File: src/rtl/xmbr_pkg.sv
// shared types and constants for the xmodem block receiver
// no dependencies; used by xmbr_core and xmodem_block_receiver
package xmbr_pkg;

  // data bytes per xmodem block
  localparam int unsigned BLOCK_BYTES = 128;
  localparam int unsigned IDX_W = (BLOCK_BYTES > 1) ? $clog2(BLOCK_BYTES) : 1;
  localparam logic [IDX_W-1:0] IDX_LAST = IDX_W'(BLOCK_BYTES - 1);
  localparam logic [31:0] BLOCK_SIZE = 32'(BLOCK_BYTES);

  // serial control characters
  localparam logic [7:0] CH_SOH = 8'h01;
  localparam logic [7:0] CH_EOT = 8'h04;
  localparam logic [7:0] CH_ACK = 8'h06;
  localparam logic [7:0] CH_NAK = 8'h15;
  localparam logic [7:0] BLK_CHECK_OK = 8'hff;

  // request kinds
  localparam logic KIND_START = 1'b0;
  localparam logic KIND_BYTE  = 1'b1;

  // status codes
  localparam logic [1:0] ST_RUNNING  = 2'd0;
  localparam logic [1:0] ST_FINISHED = 2'd1;
  localparam logic [1:0] ST_ABORTED  = 2'd2;

  // receiver phases
  localparam logic [2:0] PH_HEADER   = 3'd0;
  localparam logic [2:0] PH_BLKNUM   = 3'd1;
  localparam logic [2:0] PH_BLKCOMP  = 3'd2;
  localparam logic [2:0] PH_DATA     = 3'd3;
  localparam logic [2:0] PH_CHECK    = 3'd4;
  localparam logic [2:0] PH_FINISHED = 3'd5;
  localparam logic [2:0] PH_ABORTED  = 3'd6;

  typedef struct packed {
    logic       kind;
    logic [7:0] rx_byte;
  } in_item_t;

  typedef struct packed {
    logic        write_valid;
    logic [31:0] write_address;
    logic [7:0]  write_data;
    logic        reply_valid;
    logic [7:0]  reply_byte;
    logic [1:0]  status;
    logic [31:0] total_size;
  } out_item_t;

endpackage

File: src/rtl/xmbr_core.sv
// receiver state and per-request step logic for the xmodem block receiver
// depends on xmbr_pkg
module xmbr_core (
  input  logic                clk,
  input  logic                rst,
  input  logic                step,
  input  xmbr_pkg::in_item_t  item,
  input  logic [31:0]         load_base,
  output xmbr_pkg::out_item_t result
);

  logic [2:0]                 phase, phase_next;
  logic [7:0]                 block_check, block_check_next;
  logic [xmbr_pkg::IDX_W-1:0] data_index, data_index_next;
  logic [7:0]                 running_sum, running_sum_next;
  logic [31:0]                accepted_size, accepted_size_next;

  always_comb begin
    phase_next         = phase;
    block_check_next   = block_check;
    data_index_next    = data_index;
    running_sum_next   = running_sum;
    accepted_size_next = accepted_size;
    result             = '0;

    if (item.kind == xmbr_pkg::KIND_START) begin
      phase_next         = xmbr_pkg::PH_HEADER;
      block_check_next   = '0;
      data_index_next    = '0;
      running_sum_next   = '0;
      accepted_size_next = '0;
      result.reply_valid = 1'b1;
      result.reply_byte  = xmbr_pkg::CH_NAK;
    end else begin
      unique case (phase)
        xmbr_pkg::PH_HEADER: begin
          if (item.rx_byte == xmbr_pkg::CH_EOT) begin
            result.reply_valid = 1'b1;
            result.reply_byte  = xmbr_pkg::CH_ACK;
            phase_next         = xmbr_pkg::PH_FINISHED;
          end else if (item.rx_byte == xmbr_pkg::CH_SOH) begin
            phase_next = xmbr_pkg::PH_BLKNUM;
          end else begin
            accepted_size_next = '0;
            phase_next         = xmbr_pkg::PH_ABORTED;
          end
        end
        xmbr_pkg::PH_BLKNUM: begin
          block_check_next = item.rx_byte;
          phase_next       = xmbr_pkg::PH_BLKCOMP;
        end
        xmbr_pkg::PH_BLKCOMP: begin
          block_check_next = block_check ^ item.rx_byte;
          if ((block_check ^ item.rx_byte) != xmbr_pkg::BLK_CHECK_OK) begin
            result.reply_valid = 1'b1;
            result.reply_byte  = xmbr_pkg::CH_NAK;
            phase_next         = xmbr_pkg::PH_HEADER;
          end else begin
            data_index_next  = '0;
            running_sum_next = '0;
            phase_next       = xmbr_pkg::PH_DATA;
          end
        end
        xmbr_pkg::PH_DATA: begin
          result.write_valid   = 1'b1;
          result.write_address = load_base + accepted_size + 32'(data_index);
          result.write_data    = item.rx_byte;
          running_sum_next     = running_sum + item.rx_byte;
          if (data_index == xmbr_pkg::IDX_LAST) begin
            data_index_next = '0;
            phase_next      = xmbr_pkg::PH_CHECK;
          end else begin
            data_index_next = data_index + 1'b1;
          end
        end
        xmbr_pkg::PH_CHECK: begin
          result.reply_valid = 1'b1;
          if (running_sum == item.rx_byte) begin
            result.reply_byte  = xmbr_pkg::CH_ACK;
            accepted_size_next = accepted_size + xmbr_pkg::BLOCK_SIZE;
          end else begin
            result.reply_byte = xmbr_pkg::CH_NAK;
          end
          data_index_next = '0;
          phase_next      = xmbr_pkg::PH_HEADER;
        end
        default: begin
          // finished or aborted: bytes are ignored until the next start
        end
      endcase
    end

    if (phase_next == xmbr_pkg::PH_FINISHED) begin
      result.status = xmbr_pkg::ST_FINISHED;
    end else if (phase_next == xmbr_pkg::PH_ABORTED) begin
      result.status = xmbr_pkg::ST_ABORTED;
    end else begin
      result.status = xmbr_pkg::ST_RUNNING;
    end
    result.total_size = accepted_size_next;
  end

  always_ff @(posedge clk) begin
    if (rst) begin
      phase         <= xmbr_pkg::PH_HEADER;
      block_check   <= '0;
      data_index    <= '0;
      running_sum   <= '0;
      accepted_size <= '0;
    end else if (step) begin
      phase         <= phase_next;
      block_check   <= block_check_next;
      data_index    <= data_index_next;
      running_sum   <= running_sum_next;
      accepted_size <= accepted_size_next;
    end
  end

endmodule

File: src/rtl/xmodem_block_receiver.sv
// top level of the xmodem block receiver: request register, result register, load_base
// depends on xmbr_pkg and xmbr_core
//
//   channel  direction  handshake              payload
//   in       in         in_valid / in_stall    in_item  (kind, rx_byte)
//   out      out        out_valid / out_stall  out_item (write, reply, status, size)
//   config   in         load_base_we           load_base_wdata
//
// one request per cycle sustained while out_stall is low
// the request register feeds the step logic, whose result lands in the result register
// rst is synchronous and active high; it clears the receiver state and load_base
// out_stall holds the result register and, once the request register is full, raises in_stall
// a request waiting in the request register is taken as soon as the result register frees
module xmodem_block_receiver (
  input  logic                clk,
  input  logic                rst,
  input  logic                in_valid,
  output logic                in_stall,
  input  xmbr_pkg::in_item_t  in_item,
  output logic                out_valid,
  input  logic                out_stall,
  output xmbr_pkg::out_item_t out_item,
  input  logic                load_base_we,
  input  logic [31:0]         load_base_wdata
);

  // request register
  logic                s1_valid;
  xmbr_pkg::in_item_t  s1_item;
  // load address register
  logic [31:0]         load_base;
  // step result for the request in s1
  xmbr_pkg::out_item_t result;
  logic                advance;

  // the request in s1 moves on when the result register is empty or draining
  assign advance  = s1_valid && (!out_valid || !out_stall);
  assign in_stall = s1_valid && !advance;

  always_ff @(posedge clk) begin
    if (rst) begin
      load_base <= '0;
    end else if (load_base_we) begin
      load_base <= load_base_wdata;
    end
  end

  always_ff @(posedge clk) begin
    if (rst) begin
      s1_valid <= 1'b0;
    end else if (!in_stall) begin
      s1_valid <= in_valid;
    end
  end

  // payload only, no reset needed
  always_ff @(posedge clk) begin
    if (in_valid && !in_stall) begin
      s1_item <= in_item;
    end
  end

  xmbr_core u_core (
    .clk       (clk),
    .rst       (rst),
    .step      (advance),
    .item      (s1_item),
    .load_base (load_base),
    .result    (result)
  );

  // result register
  always_ff @(posedge clk) begin
    if (rst) begin
      out_valid <= 1'b0;
    end else if (advance) begin
      out_valid <= 1'b1;
    end else if (!out_stall) begin
      out_valid <= 1'b0;
    end
  end

  always_ff @(posedge clk) begin
    if (advance) begin
      out_item <= result;
    end
  end

  // a step never both writes memory and sends a reply
  a_write_or_reply: assert property (@(posedge clk) disable iff (rst)
    out_valid && out_item.write_valid |-> !out_item.reply_valid)
    else $error("write and reply in the same result");

  // an abort always reports zero accepted bytes
  a_abort_size: assert property (@(posedge clk) disable iff (rst)
    out_valid && (out_item.status == xmbr_pkg::ST_ABORTED) |-> (out_item.total_size == '0))
    else $error("aborted with nonzero size");

  // data writes only happen while the transfer is running
  a_write_running: assert property (@(posedge clk) disable iff (rst)
    out_valid && out_item.write_valid |-> (out_item.status == xmbr_pkg::ST_RUNNING))
    else $error("write outside a running transfer");

  // a request leaving s1 always shows up as a result next cycle
  a_advance_result: assert property (@(posedge clk) disable iff (rst)
    advance |=> out_valid)
    else $error("request step lost");

endmodule
File: config.mk
export PLATFORM = sky130hd
export DESIGN_NAME = xmodem_block_receiver
export DESIGN_NICKNAME = d
export VERILOG_FILES = /design/src/rtl/xmbr_pkg.sv /design/src/rtl/xmbr_core.sv /design/src/rtl/xmodem_block_receiver.sv
export SDC_FILE = /design/constraint.sdc
export NUM_CORES = 1
export LEC_CHECK = 0
export ABC_AREA = 1
export BUFFER_PORTS_ARGS = -buffer_cell sky130_fd_sc_hd__buf_2
export CORE_MARGIN = 4
export CORE_UTILIZATION = 61
export CTS_BUF_LIST = sky130_fd_sc_hd__clkbuf_4
export DETAILED_ROUTE_END_ITERATION = 8
export PLACE_DENSITY = 0.83
export SYNTH_ARGS = -nofsm -noshare
export SYNTH_HDL_FRONTEND = slang
export SYNTH_SLANG_ARGS = --single-unit
File: constraint.sdc
create_clock -name clk -period 4.5 [get_ports clk]
set_input_delay 0.225 -clock clk [delete_from_list [all_inputs] [get_ports clk]]
set_output_delay 0.225 -clock clk [all_outputs]
set_load 0.005 [all_outputs]
======== After elaboration in Yosys (flattened, before gate mapping) ========
Index checks and enable logic that the tools add are counted.
Widths: inputs -> output; s select.
storage, ports and cells
  bits in registers ....................... 185
  output and inout bits ................... 86
  input bits .............................. 46
cells by class
  add/sub/neg operators ................... 5
  equality and inequality tests ........... 16
  muxes and demuxes ....................... 28
  bitwise logic cells ..................... 1
  reduce and logical (&&, ||, !) cells .... 13
operator list
  operator               count
  $mux 32                4
  $pmux 32 s2            1
  $mux 41                1
  $add 32x32->32         1
  $add 32x7->32          1
  $add 32x8->32 const B  1
  $pmux 8 s2             2
  $pmux 9 s3             1
  $mux 8                 3
  $mux 7                 3
  $pmux 7 s3             1
  $mux 9                 2
  $pmux 3 s5             1
  $mux 3                 4
  $eq 3x3->1 const B     3
  $add 8x8->8            1
  $eq 8x1->1 const B     1
  $eq 8x3->1 const B     1
  $eq 8x8->1             1
  $ne 8x8->1 const B     1
  $xor 8x8->8            1
  $add 7x1->7 const B    1
  $eq 7x7->1 const B     1
  $eq 3x2->1 const B     2
  14 further kinds       24

======== Longest topological paths before layout ========
Gate-level depths: netlist (run 1).
  depth in word-level cells ............... 7
  gate-level depth with buffers ........... 15
  depth with buffers taken out ............ 15

======== By module ========
A second synthesis (run 1) with hierarchy kept.
second synthesis, totals
  cell total of the unflattened synthesis .. 1375
  area, all modules ....................... 10880.4 um^2
by module, submodules not included
  module                 times used  cells each  area an instance (um^2)  seq. area each (um^2)
  xmbr_core              1           1131        6885.4                   1161.1
  xmodem_block_receiver  1           244         3995.1                   3473.3

======== Worst setup path before layout (run 1) ========
No wires, ideal clock.
  path kind ............................... register to register
  start point ............................. reg out_valid
  end point ............................... reg out_item[0] in the netlist's numbering, enable pin
  path slack .............................. 0.707 ns
  required time ........................... 4.027 ns
  path buffers ............................ 2
  stages on the path, launching flop included .. 6
  clock period less this slack ............ 3.793 ns
  data arrival time ....................... 3.320 ns
  cell sequence ........................... dfxtp_1 nand2_1 inv_1 nor2_1 buf_2 buf_1
between the ends
  cells in the longest elaborated chain, start to end .. 3
RTL lines
  element                 line                         RTL
  start, declared         xmodem_block_receiver.sv:20  output logic out_valid,
  start signal, assigned  xmodem_block_receiver.sv:75  out_valid <= 1'b0;
  start signal, assigned  xmodem_block_receiver.sv:77  out_valid <= 1'b1;
  start signal, assigned  xmodem_block_receiver.sv:79  out_valid <= 1'b0;
  $logic_not 1->1         xmodem_block_receiver.sv:37  assign advance = s1_valid && (!out_valid || !out_stall);
  $logic_or 1x1->1        xmodem_block_receiver.sv:37
  $logic_and 1x1->1       xmodem_block_receiver.sv:37
  net advance             xmodem_block_receiver.sv:34  logic advance;
  end signal, assigned    xmodem_block_receiver.sv:85  out_item <= result;
  end, declared           xmodem_block_receiver.sv:22  output xmbr_pkg::out_item_t out_item,
The timed path passes the listed nets, and every way through them passes these cells.
A chain may end at the register's enable or synchronous reset.

==> out/results.ini, run 1 <==
[worst_setup_path]
crit_type = flop to flop
cp-start-kind = flop
critical_path_required_ns = 4.88
cp-end-kind = flop
arrival_ns = 3.20
critPathMaxFanout = 11

[route]
wl_per_cell_um = 16.65
via_count = 9987
routed_via_density = 5.691
firstDrtPassIters = 6
route.detailed.drc = 0
final_antenna_net_count = 0
drt_iter0_markers = 999
wl_um = 29230

[clock_tree]
cts_root_buf = clkbuf_4
h-tree-depth = 4
path_clk_slew_ns = 0.17
cts_num_sinks = 179
ctsResizeCount = 0
tritoncts = built
numCtsBuffers = 17
clockBufferDepth = 2
clk_latency_ns = 0.59

[synth]
synth_most_common_cell = nand2_1
synth_edf_count = 87
synth_area_leaders = edfxtp_1 25%, dfxtp_1 17%, nand2_1 10%
synth_cells = 1373
ys_seq_elements = 179
ys_warn_count = 0
yosys.area.top_type_share = 0.2464
synthesis.area_um2 = 10600
synthFlopType = dfxtp_1
synthTopCellsByCount = 289 x nand2_1, 178 x nor2_1, 144 x inv_1
avgSynthCellArea_um2 = 7.723
synthDistinctLibCells = 45
synth-async-reset-ratio = 0
synth_top_area_cell = edfxtp_1
seq_area_frac_synth = 0.4201

[timing]
max_freq_mhz = 354.4
slew_violations = 0
setup-tns-final_ns = 0
hold_violations = 0
finalSetupViolCount = 0
min_period_over_period = 0.6270
rsz0062_at_grt = false
tightest_slew_ns = 0.9933
fin_crit_ns = 2.822
relSlewSlack = 0.3369
fin_skew_ns = 0.02418

[floorplan]
chipWidth_um = 139.8
fp-row-count = 47
die_h_um = 139.8
initial_core_util = 0.6305
core_region_area_um2 = 16820
die-area_um2 = 19560
io_pins = 132

[global_route]
grt_max_degree = 123
grt_overflow = 0
grt_pass1_wl_um = 46820
grt_pass1_vias = 9586
antenna_found_initial = 1
track_usage = 0.2935

[cells_and_area]
final_area_um2 = 12090
fin_nets = 1639
drive_above_1_share = 0.1317
area_growth_pct = 13.98
nFillCells = 1366

[power]
power_density_nw_per_um2 = 285.3
p_leak_nw = 5.546
vdd_drop_max_v = 0.0003571

[placement]
placed_area_um2 = 11330
numPortBuffers = 127
dp_hpwl_um = 20710
gp_congestion = 0.9726

[run_status]
status = completed

[min_path]
worstHoldPathType = input port to flop

[job]
maxCapViolCount = 0

worst max-delay path: stages, from the launching register on:
cell and delay (ns):
edfxtp_1 0.46, ha_1 0.40, nor2_1 0.16, nand2_1 0.07
nor2_2 0.25, nand2_1 0.38, inv_1 0.42, nand3_1 0.12
nand3_1 0.10, nand3_1 0.09, nand3_1 0.11, inv_1 0.05
layout by cell type, fill, tap and decap left out, drive strengths merged, types with 2 or more instances in the layout:
cell and instances:
o21a 3, clkinv 4, inv 157, xnor2 2, nor2 187, nor4 4, nand4 29, nand3b 3
a31oi 3, ha 63, bufinv 2, a31o 2, fa 9, xor2 18, clkbuf 18, conb 4
clkinvlp 2, and3 2, dlygate4sd3 43, o21ai 108, a21o 4, buf 131, a21oi 136, o2111ai 8
edfxtp 87, nand3 90, nand2 292, nor3b 4, dfxtp 92, or2 7, o21bai 5, nor3 14
registers in the layout, indices dropped and copies added (netlist names):
| name | count |
|---|---|
| load_base | 32 |
| out_item | 78 |
| out_valid | 1 |
| s1_item | 9 |
| s1_valid | 1 |
| u_core.accepted_size | 32 |
| u_core.block_check | 8 |
| u_core.data_index | 7 |
| u_core.phase | 3 |
| u_core.running_sum | 8 |
final timing paths:
kind                                                          from                            endpoint  slack, ns  cells after the start
worst max-delay path                          s1_item[2]$_DFFE_PP_              out_item[11]$_DFFE_PP_       1.68                     11
worst min-delay path                                           rst  u_core.running_sum[5]$_SDFFE_PP0P_       0.13                      2
worst max register to register                s1_item[2]$_DFFE_PP_              out_item[11]$_DFFE_PP_       1.68                     11
worst min register to register  u_core.running_sum[0]$_SDFFE_PP0P_  u_core.running_sum[0]$_SDFFE_PP0P_       0.49                      2
layout make-up:
type,instances,area (um^2),share of cell area
Clock inverter,14,187.7,0.01553
Inverter,151,566.8,0.04689
Tap cell,220,275.3,0.02277
Timing Repair Buffer,174,1109,0.09172
Sequential cell,179,4454,0.3685
Antenna cell,1,2.502,0.0002070
Multi-Input combinational cell,998,5356,0.4432
Clock buffer,18,135.1,0.01118
routing by layer:
metal,up-vias,part of all wire,track usage
met5,-,0,0
met4,0,0.027,0.09587
met3,67,0.069,0.05009
met2,445,0.49,0.5024
met1,4596,0.42,0.3790
li1,4879,-,-
cells by family after synthesis:
| family | Yosys count | synth area share |
|---|---|---|
| compound gates | 270 | 0.1351 |
| xor+xnor | 20 | 0.01723 |
| fa+ha+maj | 72 | 0.09133 |
| buf+inv | 199 | 0.07658 |
| flops | 179 | 0.4201 |
| other cells | 1 | 0.0003536 |
| simple gates | 632 | 0.2594 |
repair_timing:
| action | 4_1_cts | 5_1_grt |
|---|---|---|
| hold endpoints to repair | 43 | 0 |
| buffers inserted | 0 | 0 |
| hold buffers | 43 | 0 |
power breakdown:
| group | leakage, nW | total, W | switching (W) | internal (W) |
|---|---|---|---|---|
| sequential | 1.61 | 0.00186 | 0.0000747 | 0.00178 |
| combinational | 3.77 | 0.000573 | 0.000367 | 0.000206 |
| clock | 0.167 | 0.00102 | 0.000650 | 0.000367 |
| total | 5.55 | 0.00345 | 0.00109 | 0.00236 |
stage by stage:
step | instances | power [W] | hold WS (ns) | setup slack (ns) | util
floorplan | 1376 | 0.002252 | 0.3239 | 0.7070 | -
global placement | 1679 | 0.002409 | 0.4017 | 1.847 | 0.6737
detailed placement | 1679 | 0.002425 | 0.4031 | 1.758 | 0.6737
CTS | 1754 | 0.003442 | 0.08294 | 1.743 | 0.7185
global route | 1755 | 0.003611 | 0.1038 | 1.435 | 0.7186
finish | 1755 | 0.003449 | 0.1254 | 1.678 | 0.7186
(Power assumes the default switching activity.)
==> run 2: changes to the inputs <==
==> constraint.sdc (replaced) <==
create_clock -name clk -period 2.6 [get_ports clk]
set_input_delay 0.13 -clock clk [delete_from_list [all_inputs] [get_ports clk]]
set_output_delay 0.13 -clock clk [all_outputs]
set_load 0.005 [all_outputs]
==> out/results.ini, run 2 (synthesis gave the netlist of run 1 again) <==
[run_status]
status = finished with violations  ; was completed
violations = setup timing

[route]
route.detailed.drc = 0  ; unchanged
wl_per_cell_um = 16.78  ; was 16.65 um
routed_via_density = 5.751  ; was 5.691
drt_iter0_markers = 1009  ; was 999
firstDrtPassIters = 7  ; was 6
via_count = 10430  ; was 9987
wl_um = 30450  ; was 29230 um
final_antenna_net_count = 0  ; unchanged

[timing]
fin_skew_ns = 0.04788  ; was 0.02418 ns
setup_ws_ns = -0.02291  ; was 1.678 ns
max_freq_mhz = 381.3  ; was 354.4 MHz
tightest_slew_ns = 0.5985  ; was 0.9933 ns
finalSetupViolCount = 3  ; was 0
fin_crit_ns = 2.623  ; was 2.822 ns
min_period_over_period = 1.009  ; was 0.6270
relSlewSlack = 0.6010  ; was 0.3369
setup-tns-final_ns = -0.02981  ; was 0 ns
rsz0062_at_grt = true  ; was false
hold_violations = 0  ; unchanged
slew_violations = 0  ; unchanged

[clock_tree]
cts_num_sinks = 179  ; unchanged
clk_latency_ns = 0.65  ; was 0.59 ns
tritoncts = built  ; unchanged
clockBufferDepth = 2  ; unchanged
cts_root_buf = clkbuf_4  ; unchanged
path_clk_slew_ns = 0.21  ; was 0.17 ns
numCtsBuffers = 17  ; unchanged
h-tree-depth = 4  ; unchanged

[floorplan]
fp-row-count = 47  ; unchanged
chipWidth_um = 139.8  ; unchanged
die_h_um = 139.8  ; unchanged
core_region_area_um2 = 16820  ; unchanged
initial_core_util = 0.6305  ; unchanged
io_pins = 132  ; unchanged
die-area_um2 = 19560  ; unchanged

[placement]
gp_congestion = 0.9528  ; was 0.9726
dp_hpwl_um = 21300  ; was 20710 um
dpl.cell_count = 1718  ; was 1679
numPortBuffers = 127  ; unchanged

[worst_setup_path]
cp-start-kind = flop  ; unchanged
arrival_ns = 2.99  ; was 3.20 ns
cp_cell_sequence = fa_1 > ha_4 > fa_2 > nand2_2 > a21oi_4 > nand4_1 > nand2_2 > nand2_2 > nand2_4 > nand2_2 > nand2_1 > nand2_1 > a21oi_2  ; was ha_1 > nor2_1 > nand2_1 > nor2_2 > nand2_1 > inv_1 > nand3_1 > nand3_1 > nand3_1 > nand3_1 > inv_1
critPathMaxFanout = 4  ; was 11
crit_top_cell = nand2_2  ; was nand3_1
cp-end-kind = flop  ; unchanged
slowest_stage = fa_1  ; was edfxtp_1
cp_top_family = adder cells  ; was simple AND/OR/NAND/NOR gates
critical_path_required_ns = 2.97  ; was 4.88 ns
crit_type = flop to flop  ; unchanged
critical_path.max_stage_delay_ns = 0.52  ; was 0.46 ns
path_buf_inv = 0  ; was 2

[global_route]
track_usage = 0.3075  ; was 0.2935
grt_overflow = 0  ; unchanged
grt_pass1_wl_um = 48920  ; was 46820 um
grt_max_degree = 64  ; was 123
antenna_found_initial = 1  ; unchanged
grt_pass1_vias = 9860  ; was 9586

[cells_and_area]
fin_cells = 1814  ; was 1755
layout_common_cells = 273 x nand2_1, 175 x nor2_1, 142 x inv_1, 130 x a21oi_1, 127 x buf_2  ; was 289 x nand2_1, 177 x nor2_1, 143 x inv_1, 136 x a21oi_1, 127 x buf_2
area_growth_pct = 19.86  ; was 13.98%
largest_reg_flops = 78  ; unchanged
drive_above_1_share = 0.1840  ; was 0.1317
regMostFlops = out_item  ; unchanged
fin_nets = 1697  ; was 1639
top_regs = out_item: 78 flops, load_base: 32 flops, u_core.accepted_size: 32 flops  ; unchanged
layout_commonest_cell = nand2_1  ; unchanged

[power]
p_seq_frac = 0.526  ; was 0.539
swShare = 0.3295  ; was 0.3166
power_switching_w = 0.001998  ; was 0.001092 W
vdd_drop_max_v = 0.0005053  ; was 0.0003571 V
comb_power_share = 0.184  ; was 0.166
clock_power_share = 0.290  ; was 0.295
intPower_w = 0.004067  ; was 0.002357 W
p_leak_nw = 5.875  ; was 5.546 nW
power_density_nw_per_um2 = 477.2  ; was 285.3 nW/um^2

[min_path]
worstHoldPathType = input port to flop  ; unchanged

[job]
maxCapViolCount = 0  ; unchanged

-- run 2: path summary, 6_finish.rpt --
path                                              from                                  to  slack [ns]  cells after the start
setup / recovery  u_core.accepted_size[1]$_SDFFE_PP0P_          out_item[72]$_SDFFCE_PN0P_       -0.02                     13
hold / removal                            load_base_we           load_base[3]$_SDFFE_PP0P_        0.07                      4
setup reg to reg  u_core.accepted_size[1]$_SDFFE_PP0P_          out_item[72]$_SDFFCE_PN0P_       -0.02                     13
hold reg to reg     u_core.running_sum[3]$_SDFFE_PP0P_  u_core.running_sum[3]$_SDFFE_PP0P_        0.46                      2
-- run 2: worst min-delay path: cells and delay by family --
| kind | cells | cell delay, ns |
|---|---|---|
| buffers and inverters | 2 | 0.34 |
| AOI/OAI and AO/OA | 1 | 0.20 |
| and+or+nand+nor | 1 | 0.05 |
-- run 2: area by class of cell --
type	count	area, um^2
clock inverters	15	202.7
multi-input cells	998	5497
flip-flops and latches	179	4464
repair buffers	232	1572
diodes	2	5.005
well taps	220	275.3
clock buffers	17	127.6
inverters	151	566.8
fillers	1240	4109
-- run 2: what timing repair did --
action	CTS	global route
pin swaps	1	17
setup endpoints to repair	9	22
buffers inserted	0	8
gates resized for setup	5	46
hold endpoints to repair	66	0
hold buffers	54	0
-- run 2: power by group through the flow --
| stage | registers [W] | clock network (W) | logic [W] |
|---|---|---|---|
| final | 0.00319 | 0.00176 | 0.00112 |
| after global routing | 0.00320 | 0.00191 | 0.00124 |
| after CTS | 0.00319 | 0.00178 | 0.00107 |
| after detailed placement | 0.00325 | 0 | 0.000996 |
| after global placement | 0.00324 | 0 | 0.000971 |
| after floorplan | 0.00324 | 0 | 0.000656 |
-- run 2: layer usage --
layer,track usage,vias to the layer above,routed length (um)
met5,0,-,0
met4,0.1260,0,1150
met3,0.05317,91,2245
met2,0.5239,543,14910
met1,0.3882,4777,12140
li1,-,5022,-
-- run 2: metrics by stage --
step	utilization	hold slack, ns	cell area (um^2)	total power, W	setup WS, ns
after floorplan	-	0.2289	10620	0.003894	0.001450
after global placement	0.6911	0.3062	11620	0.004216	0.05023
after detailed placement	0.6911	0.3085	11620	0.004244	-0.05266
after CTS	0.7436	0.006235	12510	0.006038	0.01114
after global routing	0.7557	0.03375	12710	0.006346	-0.1416
final	0.7557	0.06998	12710	0.006065	-0.02291
